===== src/design/ppts_div.sv =====
// Pipelined restoring divider: a few quotient bits per register stage.
// The remainder entering must be below the divisor. Depends on nothing.
module ppts_div #(
  parameter int DW     = 32,
  parameter int K      = 18,
  parameter int STAGES = 16
) (
  input  logic          clk,
  input  logic          en,
  input  logic [DW-1:0] rem_in,
  input  logic [K-1:0]  lo_in,
  input  logic [DW-1:0] div_in,
  output logic [K-1:0]  quo
);

  localparam int SPS = (K + STAGES - 1) / STAGES;

  logic [DW-1:0] rem_q [STAGES];
  logic [K-1:0]  lo_q  [STAGES];
  logic [K-1:0]  q_q   [STAGES];
  logic [DW-1:0] d_q   [STAGES];

  for (genvar s = 0; s < STAGES; s++) begin : g_stage
    logic [DW-1:0] rem_i, d_i, rem_n;
    logic [K-1:0]  lo_i, q_i, lo_n, q_n;

    if (s == 0) begin : g_first
      assign rem_i = rem_in;
      assign lo_i  = lo_in;
      assign q_i   = '0;
      assign d_i   = div_in;
    end else begin : g_next
      assign rem_i = rem_q[s-1];
      assign lo_i  = lo_q[s-1];
      assign q_i   = q_q[s-1];
      assign d_i   = d_q[s-1];
    end

    always_comb begin
      logic [DW:0] trial;
      rem_n = rem_i;
      lo_n  = lo_i;
      q_n   = q_i;
      trial = '0;
      for (int t = 0; t < SPS; t++) begin
        if (s * SPS + t < K) begin
          trial = {rem_n, lo_n[K-1]};
          lo_n  = lo_n << 1;
          if (trial >= {1'b0, d_i}) begin
            rem_n = DW'(trial - {1'b0, d_i});
            q_n   = {q_n[K-2:0], 1'b1};
          end else begin
            rem_n = trial[DW-1:0];
            q_n   = {q_n[K-2:0], 1'b0};
          end
        end
      end
    end

    always_ff @(posedge clk) begin
      if (en) begin
        rem_q[s] <= rem_n;
        lo_q[s]  <= lo_n;
        q_q[s]   <= q_n;
        d_q[s]   <= d_i;
      end
    end
  end

  assign quo = q_q[STAGES-1];

endmodule


===== config.mk =====
export PLATFORM = sky130hd
export DESIGN_NAME = ppts_div
export DESIGN_NICKNAME = d
export VERILOG_FILES = /design/src/design/ppts_div.sv
export SDC_FILE = /design/constraint.sdc
export NUM_CORES = 2
export LEC_CHECK = 0
export ABC_CLOCK_PERIOD_IN_PS = 7820
export BUFFER_PORTS_ARGS = -buffer_cell sky130_fd_sc_hd__buf_2
export CORE_MARGIN = 4
export CORE_UTILIZATION = 66
export CTS_BUF_LIST = sky130_fd_sc_hd__clkbuf_8
export DETAILED_ROUTE_END_ITERATION = 12
export PLACE_DENSITY = 0.84
export SYNTH_ARGS = -nofsm -noshare
export SYNTH_HDL_FRONTEND = slang
export SYNTH_SLANG_ARGS = --single-unit

===== constraint.sdc =====
create_clock -name clk -period 7.82 [get_ports clk]
set_clock_uncertainty 0.05 [all_clocks]
set_input_delay 1.173 -clock clk [delete_from_list [all_inputs] [get_ports clk]]
set_output_delay 1.173 -clock clk [all_outputs]
set_load 0.005 [all_outputs]

; ---- Word level (Yosys, flattened, before mapping)
; Memories as Yosys holds them, arrays and structs flattened.
; Index checks and enable logic that the tools add are counted.
; W data, S select, Z words.
[totals]
register_bits = 0
mem_bits_rw = 1600
inputBits = 84
output_inout_bits = 18
wordCells = 78
mem_count = 4
[memory_table]
columns = memory, words, word_bits, rd, rd_clocked_by_memory_dff, wr, line
row1 = d_q, 16, 32, 15, 0, 16, 21  ; logic [DW-1:0] d_q [STAGES];
row2 = rem_q, 16, 32, 15, 0, 16, 18  ; logic [DW-1:0] rem_q [STAGES];
row3 = lo_q, 16, 18, 15, 0, 16, 19  ; logic [K-1:0] lo_q [STAGES];
row4 = q_q, 16, 18, 16, 0, 16, 20  ; logic [K-1:0] q_q [STAGES];
[classes]
add_sub_neg = 18
n_lt_le_gt_ge = 18
n_mux = 38
[ops]
columns = op, n
row1 = $ge A33 B32 Y1, 18
row2 = $mux W32, 18
row3 = $sub A32 B32 Y32, 18
row4 = $mux W1, 20

; ---- Logic depth before layout (Yosys ltp)
; An unclocked memory read counts as a cell.
[logic_depth]
ltp_word = 5
ltp_mapped = 28
mapped_depth_nobuf = 24

; ---- Least setup slack after synthesis
; OpenSTA, ideal clock, no wires.
[synth_timing]
path_kind = input to register
startpoint = input div_in[1]
endpoint = memory rem_q[0][23] (data pin)
setup_ps = 260
arrival_ps = 6240
t_required_ps = 7510
path_slack_ps = 1270
path_stages = 24
path_buffers = 3
path_cell_list = inv_1 ha_1 nor2b_1 o31ai_1 a21oi_1 a2111oi_0 o21ai_1 a21oi_2 o211ai_1 buf_2 buf_2 a21oi_1 ha_1 nor2b_1 o31a_1 nor4_1 o31ai_1 a21o_1 a21oi_1 o21ai_0 a31oi_1 o211ai_2 buf_2 mux2_2
[synth_rtl]
columns = item, line
row1 = "start, declared", 12  ; input logic [DW-1:0] div_in,
row2 = "end, declared", 18

==> impl_results.rst <==
.. list-table::
   :header-rows: 1

   * - Metric
     - Value
   * - Placement Rows
     - 109
   * - Max Fclk
     - 138 MHz
   * - Area of the mapped netlist
     - roughly 60,000 µm²
   * - Clock latency on the worst-skew pair
     - between 0.8 and 0.9 ns
   * - Min Tclk post-route
     - approximately 7.2 ns
   * - Post-synthesis cell count
     - just under 6,000
   * - CTS root buffer
     - sky130_fd_sc_hd__clkbuf_8
   * - Die ar.
     - around 95,000 µm²
   * - Normalized max-slew margin
     - 0.328
   * - Worst setup SP type
     - flip-flop
   * - CP Data Required Time
     - 8.34 ns
   * - Width of the die
     - just over 300 µm
   * - Number of global-route vias before repair
     - about 46,000
   * - Slew Limit Fails
     - 0
   * - Port bufs
     - between 100 and 150
   * - Total GRT Usage
     - 0.319
   * - Final setup vio count
     - 0
   * - Remaining DRCs
     - 0
   * - Adder-cell share of the synthesized area
     - 0.127
   * - XOR/XNOR Fraction of Synth Area
     - 0.0657
   * - Cell types with the largest area share after synthesis
     - sky130_fd_sc_hd__edfxtp_1 (40%), sky130_fd_sc_hd__ha_1 (12%), sky130_fd_sc_hd__mux2_2 (4.7%), sky130_fd_sc_hd__a21oi_1 (4.5%), sky130_fd_sc_hd__xnor2_1 (4.3%)
   * - Worst reg2reg path endpoint
     - rem_q[0][97]
   * - Average cell area after synthesis
     - 10.2 µm²
   * - Buffer count from post-CTS setup fixing
     - 0
   * - Clock tree sinks
     - 800
   * - Clock Pin Slew Worst Setup and Hold Paths
     - 0.06 ns
   * - Actual slew at the worst max-slew pin
     - just over 1 ns
   * - Portion of netlist area occupied by mux cells
     - 0.0667
   * - Leading cell type in the layout, fill and taps excluded
     - sky130_fd_sc_hd__edfxtp_1
   * - Global-route wire length before repair
     - around 240,000 µm
   * - Met2 demand-to-capacity share in global routing
     - 0.619
   * - Final period utilization
     - 0.926
   * - Core region area
     - between 80,000 and 90,000 µm²
   * - Number of buffers inserted for hold repair after clock tree synthesis
     - 0
   * - Global route hottest layer
     - met2
   * - Deepest level of the CTS H-tree
     - 4
   * - Worst hold path class
     - flip-flop to flip-flop
   * - Fraction of post-synthesis cell area in the top cell type by area
     - 0.405
   * - Outcome
     - completed
   * - DP HPWL
     - roughly 120,000 µm
   * - Number of antenna violations at the first check in global routing
     - 2
   * - RSZ-0062 raised after global routing
     - false
   * - CTS buffer count
     - roughly 130
   * - Setup Crit Path Kind
     - flip-flop to flip-flop
   * - Count of instances resized after the clock tree is built
     - 0
   * - Cell count of the worst reg-to-reg path
     - 25
   * - Post-synth top flop
     - sky130_fd_sc_hd__edfxtp_1
   * - Source of the worst register-to-register timing path
     - d_q[2][1]
   * - Commonest cells after routing, fill and taps aside
     - sky130_fd_sc_hd__edfxtp_1 (800), sky130_fd_sc_hd__ha_1 (576), sky130_fd_sc_hd__a21oi_1 (531), sky130_fd_sc_hd__inv_1 (486), sky130_fd_sc_hd__nand2_1 (375)
   * - Synth Warn #
     - 0
   * - Number of nets in the layout
     - between 6,000 and 7,000
   * - Category of the worst setup path capture point
     - flip-flop
   * - Weighted congestion at the end of routability-driven global placement
     - about 1.0
   * - Nets in the synthesized netlist
     - ~6,500
   * - Starting Density
     - 0.668
   * - Met1 Usage GRT
     - 0.304
   * - Share of flip-flops with an asynchronous set or reset
     - 0
   * - CP Launch Point
     - d_q[2][1]
   * - Maximum fanout along the worst path
     - 32
   * - Simple-gate portion of the synthesized area
     - 0.106
   * - Die boundary height
     - 308 µm
   * - # Max-Cap Violations
     - 0
   * - Synth area leader
     - sky130_fd_sc_hd__edfxtp_1
   * - Arrival time worst endpoint
     - about 7.8 ns
   * - Number of vias per cell after detailed routing
     - approximately 6.2
   * - Flip-flop and latch count after synthesis
     - 800
   * - Total via count after detailed routing
     - around 46,000
   * - Routing usage on met3
     - 0.0374
   * - Critical path endpoint
     - rem_q[0][97]
   * - Main combinational cell family by area after synthesis
     - compound AO/OA/AOI/OAI gates
   * - Total negative setup slack
     - 0 ns
   * - Number of primary I/O pins
     - between 100 and 150
   * - EDFF count, synth
     - 800
   * - Share of synthesized area occupied by flip-flops and latches
     - 0.405
   * - Hold Crit Depth
     - 0
   * - Ratio of cells with drive above 1 in the final layout
     - 0.126
   * - Post-synthesis to final-layout area growth
     - 8.22%
   * - Drt wl/cell
     - 20.9 µm
   * - Fraction of the mapped netlist area in compound gates
     - 0.188
   * - Total wire length after detailed routing
     - approximately 150,000 µm
   * - Synth cell types
     - 100
   * - Starting DRC count in detailed routing
     - 2,757
   * - Antenna Violating Nets Remaining
     - 0
   * - Overall overflow remaining after global route
     - 0
   * - Maximum buffer depth of the clock tree
     - 3
   * - Iteration count of the initial detailed-routing pass
     - 6
   * - Minimum setup slack among reg-to-reg paths
     - just under 0.6 ns
   * - TritonCTS clock tree
     - built
   * - Final hold violations
     - 0
   * - Largest net degree at the start of global routing
     - ~170
cells in the mapped netlist, types with 65 or more instances:
cell type,number
sky130_fd_sc_hd__nand3_1,116
sky130_fd_sc_hd__nor2_1,304
sky130_fd_sc_hd__a21o_1,264
sky130_fd_sc_hd__o21ai_0,361
sky130_fd_sc_hd__mux2_2,246
sky130_fd_sc_hd__a31oi_1,65
sky130_fd_sc_hd__xnor2_1,288
sky130_fd_sc_hd__o21a_1,73
sky130_fd_sc_hd__a21oi_1,531
sky130_fd_sc_hd__nor3_1,96
sky130_fd_sc_hd__ha_1,576
sky130_fd_sc_hd__nand4_1,79
sky130_fd_sc_hd__inv_1,462
sky130_fd_sc_hd__xor2_1,157
sky130_fd_sc_hd__o21bai_1,75
sky130_fd_sc_hd__nand2_1,375
sky130_fd_sc_hd__clkbuf_1,95
sky130_fd_sc_hd__edfxtp_1,800
how the worst min path moves through the flow:
| stage | endpoint | from |
|---|---|---|
| detailed placement | lo_q[1][8] | lo_q[0][6] |
| floorplan | lo_q[1][10] | lo_q[0][8] |
| finish | q_q[1][135] | q_q[1][117] |
| CTS | q_q[1][135] | q_q[1][117] |
| global route | lo_q[4][13] | lo_q[3][11] |
| global placement | lo_q[2][13] | lo_q[1][11] |
logic make-up after synthesis:
group / count (synthesis)
compound gates: 1746
xor+xnor: 445
fa+ha+maj: 593
buf+inv: 609
flops: 800
mux: 336
simple gates: 1294
metrics by stage:
stage | util | std cells | setup WS [ns] | instance area [µm²] | hold slack, ns
CTS | 0.723 | 7283 | 0.690 | 64200 | 0.354
global route | 0.723 | 7284 | 0.335 | 64200 | 0.365
global placement | 0.693 | 7042 | 0.521 | 61500 | 0.350
finish | 0.723 | 7285 | 0.576 | 64200 | 0.358
detailed placement | 0.693 | 7042 | 0.483 | 61500 | 0.355
floorplan | - | 5823 | 1.27 | 59300 | 0.350
worst max-delay path: stages, from the launching register on:
cell	delay [ns]
sky130_fd_sc_hd__edfxtp_1	0.43
sky130_fd_sc_hd__inv_1	0.19
sky130_fd_sc_hd__ha_1	0.28
sky130_fd_sc_hd__nor2b_1	0.13
sky130_fd_sc_hd__o21ai_0	0.28
sky130_fd_sc_hd__o21ai_0	0.15
sky130_fd_sc_hd__buf_4	0.17
sky130_fd_sc_hd__a211oi_1	0.47
sky130_fd_sc_hd__o31a_1	0.35
sky130_fd_sc_hd__a211oi_1	0.12
sky130_fd_sc_hd__buf_4	0.16
sky130_fd_sc_hd__nor2_2	0.20
sky130_fd_sc_hd__buf_4	0.21
sky130_fd_sc_hd__mux2_2	0.38
sky130_fd_sc_hd__ha_1	0.38
sky130_fd_sc_hd__o21a_1	0.22
sky130_fd_sc_hd__o31a_1	0.15
sky130_fd_sc_hd__nor4_1	0.36
sky130_fd_sc_hd__o32ai_1	0.27
sky130_fd_sc_hd__buf_4	0.19
sky130_fd_sc_hd__a31o_2	0.28
sky130_fd_sc_hd__a221oi_1	0.42
sky130_fd_sc_hd__o21ai_1	0.25
sky130_fd_sc_hd__a21oi_4	0.23
sky130_fd_sc_hd__buf_12	0.27
sky130_fd_sc_hd__mux2_2	0.38
layout make-up:
class	instances	area (µm²)
Antenna cell	2	5.00
Clock buffer	135	1860
Clock inverter	106	793
Fill cell	6398	24600
Inverter	465	1750
Multi-Input combinational cell	4414	32900
Sequential cell	800	24000
Tap cell	1165	1460
Timing Repair Buffer	198	1420
sequential cells by signal, summed over array words and instances, names as in the netlist:
name,count
d_q,256
rem_q,256
q_q,216
lo_q,72
per-layer routing:
| layer | share of wire | wire [µm] |
|---|---|---|
| met3 | 0.033 | 5080 |
| met2 | 0.53 | 81400 |
| met5 | 0.000085 | 13 |
| met4 | 0.087 | 13300 |
| met1 | 0.35 | 52600 |
Power is left out: the tool's default activity adds up to more than one toggle a clock period on the data nets, which glitch-free logic cannot reach.
