**src/design/ppts_pkg.sv**
```systemverilog
// Shared types and constants for the perspective projection pipeline.
// Used by the front, back and top modules; depends on nothing.
package ppts_pkg;

  // Configuration register indexes.
  typedef enum logic [2:0] {
    REG_FOCAL  = 3'd0,
    REG_ASPECT = 3'd1,
    REG_NEAR   = 3'd2,
    REG_FAR    = 3'd3,
    REG_WIDTH  = 3'd4,
    REG_HEIGHT = 3'd5
  } reg_index_t;

  localparam int CFG_IDX_W  = 3;
  localparam int CFG_W      = 32;
  localparam int COORD_W    = 32;
  localparam int GAIN_W     = 31;
  localparam int DEPTH_W    = 32;
  localparam int DIV_W      = 32;
  localparam int DEPTH_K    = 31;
  localparam int DIV_STAGES = 16;

  // Sign and saturation flags that ride alongside the dividers.
  typedef struct packed {
    logic x_neg;
    logic y_neg;
    logic d_neg;
    logic d_sat;
  } side_t;

endpackage

```
**src/design/ppts_back.sv**
```systemverilog
// Back end of the projection pipeline: sign, offset, clamp and depth saturation,
// then the screen multiply with round half up. Depends on ppts_pkg.
module ppts_back #(
  parameter int FRAC_BITS   = 16,
  parameter int SCREEN_BITS = 13,
  localparam int K = FRAC_BITS + 2
) (
  input  logic                               clk,
  input  logic                               rst,
  input  logic                               en,
  input  logic                               in_valid,
  input  ppts_pkg::side_t                    side,
  input  logic [K-1:0]                       qx,
  input  logic [K-1:0]                       qy,
  input  logic [ppts_pkg::DEPTH_K-1:0]       qd,
  input  logic [SCREEN_BITS-1:0]             screen_width,
  input  logic [SCREEN_BITS-1:0]             screen_height,
  output logic                               out_valid,
  output logic [SCREEN_BITS-1:0]             screen_x,
  output logic [SCREEN_BITS-1:0]             screen_y,
  output logic signed [ppts_pkg::DEPTH_W-1:0] depth_value
);

  localparam int NW  = FRAC_BITS + 2;
  localparam int PRW = FRAC_BITS + 3 + SCREEN_BITS;
  localparam logic signed [K+1:0] OneS = (K+2)'(2 ** FRAC_BITS);
  localparam logic signed [K+1:0] TwoS = (K+2)'(2 ** (FRAC_BITS + 1));

  logic signed [K+1:0] qxs, qys, nx, ny;
  logic [NW-1:0]       nxc, nyc;
  logic [31:0]         dm, dval;

  logic                v1;
  logic [NW-1:0]       nx1, ny1;
  logic [31:0]         d1;
  logic [PRW-1:0]      cx, cy;

  always_comb begin
    qxs = side.x_neg ? -$signed({2'b00, qx}) : $signed({2'b00, qx});
    qys = side.y_neg ? -$signed({2'b00, qy}) : $signed({2'b00, qy});
    nx  = qxs + OneS;
    ny  = OneS - qys;
    if (nx < 0) begin
      nxc = '0;
    end else if (nx > TwoS) begin
      nxc = NW'(TwoS);
    end else begin
      nxc = nx[NW-1:0];
    end
    if (ny < 0) begin
      nyc = '0;
    end else if (ny > TwoS) begin
      nyc = NW'(TwoS);
    end else begin
      nyc = ny[NW-1:0];
    end
    dm = {1'b0, qd};
    if (side.d_sat) begin
      dval = side.d_neg ? 32'h8000_0000 : 32'h7FFF_FFFF;
    end else begin
      dval = side.d_neg ? (~dm + 32'd1) : dm;
    end
  end

  always_ff @(posedge clk) begin
    if (rst) begin
      v1        <= 1'b0;
      out_valid <= 1'b0;
    end else if (en) begin
      v1        <= in_valid;
      out_valid <= v1;
    end
  end

  // Round half up: add one half cell before dropping the fraction.
  always_comb begin
    cx = PRW'(nx1) * PRW'(screen_width) + PRW'(OneS);
    cy = PRW'(ny1) * PRW'(screen_height) + PRW'(OneS);
  end

  always_ff @(posedge clk) begin
    if (en) begin
      nx1         <= nxc;
      ny1         <= nyc;
      d1          <= dval;
      screen_x    <= SCREEN_BITS'(cx >> (FRAC_BITS + 1));
      screen_y    <= SCREEN_BITS'(cy >> (FRAC_BITS + 1));
      depth_value <= d1;
    end
  end

endmodule

```
**config.mk**
```make
export PLATFORM = sky130hd
export DESIGN_NAME = ppts_back
export DESIGN_NICKNAME = d
export VERILOG_FILES = /design/src/design/ppts_pkg.sv /design/src/design/ppts_back.sv
export SDC_FILE = /design/constraint.sdc
export NUM_CORES = 1
export LEC_CHECK = 0
export BUFFER_PORTS_ARGS = -buffer_cell sky130_fd_sc_hd__clkbuf_2
export CAP_MARGIN = 10
export CORE_MARGIN = 4
export CORE_UTILIZATION = 65
export CTS_BUF_LIST = sky130_fd_sc_hd__clkbuf_4
export CTS_CLUSTER_DIAMETER = 150
export CTS_CLUSTER_SIZE = 10
export DETAILED_ROUTE_END_ITERATION = 8
export PLACE_DENSITY = 0.85
export SLEW_MARGIN = 20
export SYNTH_ARGS = -nofsm -noshare
export SYNTH_HDL_FRONTEND = slang
export SYNTH_SLANG_ARGS = --single-unit
```
**constraint.sdc**
```tcl
create_clock -name clk -period 17.6 [get_ports clk]
set_input_delay 1.76 -clock clk [delete_from_list [all_inputs] [get_ports clk]]
set_output_delay 1.76 -clock clk [all_outputs]
set_load 0.02 [all_outputs]
```
# ---- After elaboration in Yosys (flattened, before gate mapping)
# Index checks and enable logic that the tools add are counted.
dict set report word_totals {
  ff_bits 128
  output_inout_bits 59
  elab_cells 33
}
dict set report classes {
  add_sub_neg 7
  n_mul 2
  magnitude_cmp 4
  mux 7
  n_bitwise 1
  n_reduce_logical 2
}
# operator n
set op_table {}
lappend op_table {{2-to-1 mux 32 bit} 3}
lappend op_table {{adder 30 x 17 -> 30 bit (second input constant)} 2}
lappend op_table {{multiplier 18 x 13 -> 30 bit} 2}
lappend op_table {{greater-than comparator 20 x 19 -> 1 bit (second input constant)} 2}
lappend op_table {{less-than comparator 20 x 1 -> 1 bit (second input constant)} 2}
lappend op_table {{2-to-1 mux 20 bit} 2}
lappend op_table {{negator 18 -> 20 bit} 2}
lappend op_table {{2-to-1 mux 18 bit} 2}
lappend op_table {{adder 32 x 1 -> 32 bit (second input constant)} 1}
lappend op_table {{inverter 31 -> 32 bit} 1}
lappend op_table {{adder 20 x 18 -> 20 bit (second input constant)} 1}
lappend op_table {{subtractor 18 x 20 -> 20 bit (first input constant)} 1}
lappend op_table {{OR reduction 2 bit} 2}

# ---- Logic depth before layout (Yosys ltp)
dict set report depth {
  word_depth 5
  depth_mapped 22
}

# ---- Least setup slack after synthesis
# OpenSTA, ideal clock, no wires.
dict set report synth_timing {
  path_type {in2reg}
  startpoint {input port screen_width[4]}
  endpoint {register screen_x[12], data pin}
  setup_time_ns 0.260
  t_arrival_ns 7.819
  required_time_ns 17.340
  path_slack_ns 9.521
  stages 20
  n_path_buf 2
  cell_sequence {clkbuf_1 > clkbuf_1 > nand2_1 > fa_1 > inv_1 > fa_1 > fa_1 > fa_1 > fa_1 > fa_1 > ha_1 > and3_1 > o2111a_1 > o2111ai_1 > a31oi_1 > a41oi_1 > a2111oi_0 > a311oi_1 > o21bai_1 > xnor2_1}
}
dict set report synth_between {
  elab_chain_len 2
}
# element line
set synth_lines {}
lappend synth_lines {{start, declared} ppts_back.sv:16} ;# input logic [SCREEN_BITS-1:0] screen_width,
lappend synth_lines {{multiplier 18 x 13 -> 30 bit} ppts_back.sv:77} ;# cx = PRW'(nx1) * PRW'(screen_width) + PRW'(OneS);
lappend synth_lines {{adder 30 x 17 -> 30 bit} ppts_back.sv:77}
lappend synth_lines {{net cx[29]} ppts_back.sv:36} ;# logic [PRW-1:0] cx, cy;
lappend synth_lines {{end signal, assigned} ppts_back.sv:86} ;# screen_x <= SCREEN_BITS'(cx >> (FRAC_BITS + 1));
lappend synth_lines {{end, declared} ppts_back.sv:19} ;# output logic [SCREEN_BITS-1:0] screen_x,
# The timed path passes the listed nets, and every way through them passes these cells.
# A chain may end at the register's enable or synchronous reset.

# ---- Final worst setup path
# Same ends and word-level chain as after synthesis.

==> qor.yml <==
critical_path:
  crit_slowest_cell: "a2111oi_1"
  path_cells: "clkbuf_2 > nand2_1 > fa_1 > inv_1 > fa_1 > fa_1 > fa_1 > fa_1 > fa_1 > ha_1 > and3_1 > o2111a_1 > o2111ai_1 > a31oi_1 > a41oi_1 > a2111oi_1 > a311oi_1 > o21bai_1 > xnor2_1"
  r2r-end: "screen_x[12]$_DFFE_PP_"
  crit_type: "input port to register"
  r2r-start: "nx1[5]$_SDFFCE_PP0P_"
  ff2ff_path_depth: 21
  cpMostUsedCell: "fa_1"
  endpoint_kind: "register"
  critical-path-top-delay-family: "adder cells"
  crit_fanout: 18
  required_ns: 17.93
  crit_path_max_incr_delay_ns: 0.81
  start_kind: "input port"
  worstPathArrival_ns: 8.40
  critPathBufInv: 2
  rrSetupSlack_ns: 10.29
synth:
  yosys_register_bits: 128
  syn_nets: 2806
  synth_cells: 2168
  seq_area_frac_synth_pct: 18.3
  netlist_top_cells_area: "fa_1 (33%), edfxtp_1 (18%), ha_1 (11%)"
  async_reset_ff_share_pct: 0
  ys_types: 80
  avgSynthCellArea_um2: 9.65
  dominantRegCellSynth: "edfxtp_1"
  yosysWarnings: 0
  synth_edf_count: 126
  yosys.area.top_type: "fa_1"
  synth_top_area_share_pct: 33.3
  netlist_area_um2: 20900
cts:
  cts_buffer_depth: 2
  clock_latency_ns: 0.58
  cts_hold_buffers: 0
  cts_buffers: 17
  cts_setup_buffers: 0
  clock-root-buffer: "clkbuf_4"
  htreeDepth: 4
  cts-resized-gates: 0
  clock_sinks: 128
  cts_tree: "yes"
  clkTransAtPathRegs_ns: 0.13
floorplanning:
  chipHeight_um: 187
  ios: 160
  fp-row-count: 65
  die_area_um2: 35100
  fp.dieW_um: 187
  core_um2: 31600
  start_util_pct: 66.1
route:
  antenna_left: 0
  wl_per_cell_um: 18.2
  drc: 0
  via_per_inst: 5.83
  vias: 15500
  wl_mm: 48.6
  drt_iter0_drc: 1017
  drt-pass1-iter-count: 5
timing:
  final-setup-viol-count: 0
  relSlewSlack_pct: 29.5
  final.min_clock_period_ns: 8.07
  tightest_slew_ns: 1.06
  finalMaxSlewViolations: 0
  fmaxAchievable_mhz: 124
  rsz0062_at_grt: "false"
  finalCritPeriodShare_pct: 45.8
  hold_viol_final: 0
  hold_ws_ns: 0.412
  fin_tns_setup_ns: 0
  fin_skew_ns: 0.0314
finish:
  areaGrowthSynthToFinish_pct: 5.68
  drive_gt1_share_pct: 9.86
  multiInputGateArea_um2: 15400
  nets: 2887
  final_common_cell: "inv_1"
  final_cell_area_um2: 22100
  fill_cells: 2309
  regArea_um2: 3820
  final_cell_mix: "inv_1 (354), fa_1 (348), nand2_1 (322)"
worst_hold_path:
  hp-start: "d1[21]$_DFFE_PP_"
  hold_depth: 0
  hp-class: "register to register"
  hold_path_end: "depth_value[21]$_DFFE_PP_"
place:
  hpwl_mm: 38.7
  place.gp.congestion: 0.936
  dpl_cell_area_um2: 21800
  io_buffers: 159
global_routing:
  grt_overflow: 0
  grt_use_total_pct: 28.5
  grt_max_degree: 84
  grt_pass1_vias: 16800
  antenna_found_initial: 3
  grt_first_pass_wirelength_mm: 81.3
power_and_ir_drop:
  vdd_drop_max_v: 0.000227
  power_density_nw_per_um2: 189
  total_power_uw: 4180
  p_leak_uw: 0.0105
flow_run:
  cap_violations: 0
outcome:
  status: "complete, no violations"
[registers in the layout (all words and copies together), names as in the netlist]
| register | cells |
|---|---|
| d1 | 32 |
| depth_value | 32 |
| screen_x | 13 |
| screen_y | 13 |
| v1 | 1 |
| ny1 | 18 |
| nx1 | 18 |
| out_valid | 1 |
[per-layer routing]
layer / track usage, % / vias up / routed length (um)
met4: 10.1 / 0 / 1490
met2: 47.6 / 694 / 23600
met1: 36.6 / 7698 / 19100
met5: 0 / - / 0
met3: 7.15 / 125 / 4480
li1: - / 7027 / -
[cell usage after synthesis (4+ instances only)]
master and count:
or4_1 7, o31ai_1 7, a31oi_1 10, nand2b_1 11, and2_1 192, buf_2 4
o21ai_0 30, nor3_1 31, o21a_1 11, nand3_1 14, xor2_1 36, or3_1 15
inv_1 354, nor2_1 90, fa_1 348, o21ai_1 4, ha_1 189, a211oi_1 7
a21o_1 18, o41ai_1 8, edfxtp_1 126, nand4_1 5, nor3b_1 9, o22ai_1 11
nand2_1 322, a21oi_1 45, clkbuf_1 90, and3_1 8, nor2b_1 15, nor4_1 4
mux2i_1 7, xnor2_1 57, nor2_2 4, a32oi_1 4, nor2_4 6
[metrics by stage]
step	util (%)	setup slack, ns	instances
final	69.9	9.53	2668
after global routing	69.9	9.18	2665
after detailed placement	69.0	8.75	2632
after global placement	69.0	9.16	2632
after floorplan	-	9.52	2168
after CTS	69.8	9.38	2663
[cell type report]
class | count | area share [%]
diodes | 5 | 0.0566
clock buffers | 17 | 0.577
clock inverters | 14 | 0.606
inverters | 355 | 6.03
multi-input cells | 1586 | 69.5
flip-flops and latches | 128 | 17.3
well taps | 402 | 2.28
repair buffers | 161 | 3.70
[logic make-up (layout without fill, tap and decap cells)]
kind of cell | Yosys count | count (layout) | synth area share [%]
xor+xnor | 93 | 93 | 3.89
other cells | 0 | 5 | 0
mux | 9 | 9 | 0.455
fa+ha+maj | 537 | 537 | 44.6
flops | 128 | 128 | 18.3
buf+inv | 454 | 547 | 8.32
compound gates | 191 | 191 | 6.45
simple gates | 756 | 756 | 18.0
[how the worst max path moves through the flow]
| stage | slack, ns | cells after the start | to | from |
|---|---|---|---|---|
| 2_1_floorplan | 9.52 | 20 | screen_x[12]$_DFFE_PP_ | screen_width[4] |
| 3_3_place_gp | 9.16 | 19 | screen_x[12]$_DFFE_PP_ | screen_width[10] |
| 3_5_place_dp | 8.75 | 22 | screen_x[12]$_DFFE_PP_ | screen_width[3] |
| 4_1_cts | 9.38 | 22 | screen_x[12]$_DFFE_PP_ | screen_width[3] |
| 5_1_grt | 9.18 | 22 | screen_x[12]$_DFFE_PP_ | screen_width[2] |
| 6_report | 9.53 | 19 | screen_x[12]$_DFFE_PP_ | screen_width[4] |
[where the power goes]
group | switching, uW | internal (uW) | total (uW)
registers | 49.5 | 539 | 589
clock network | 125 | 70.9 | 196
logic | 1900 | 1500 | 3400
total | 2080 | 2110 | 4180
(Power assumes the default switching activity.)
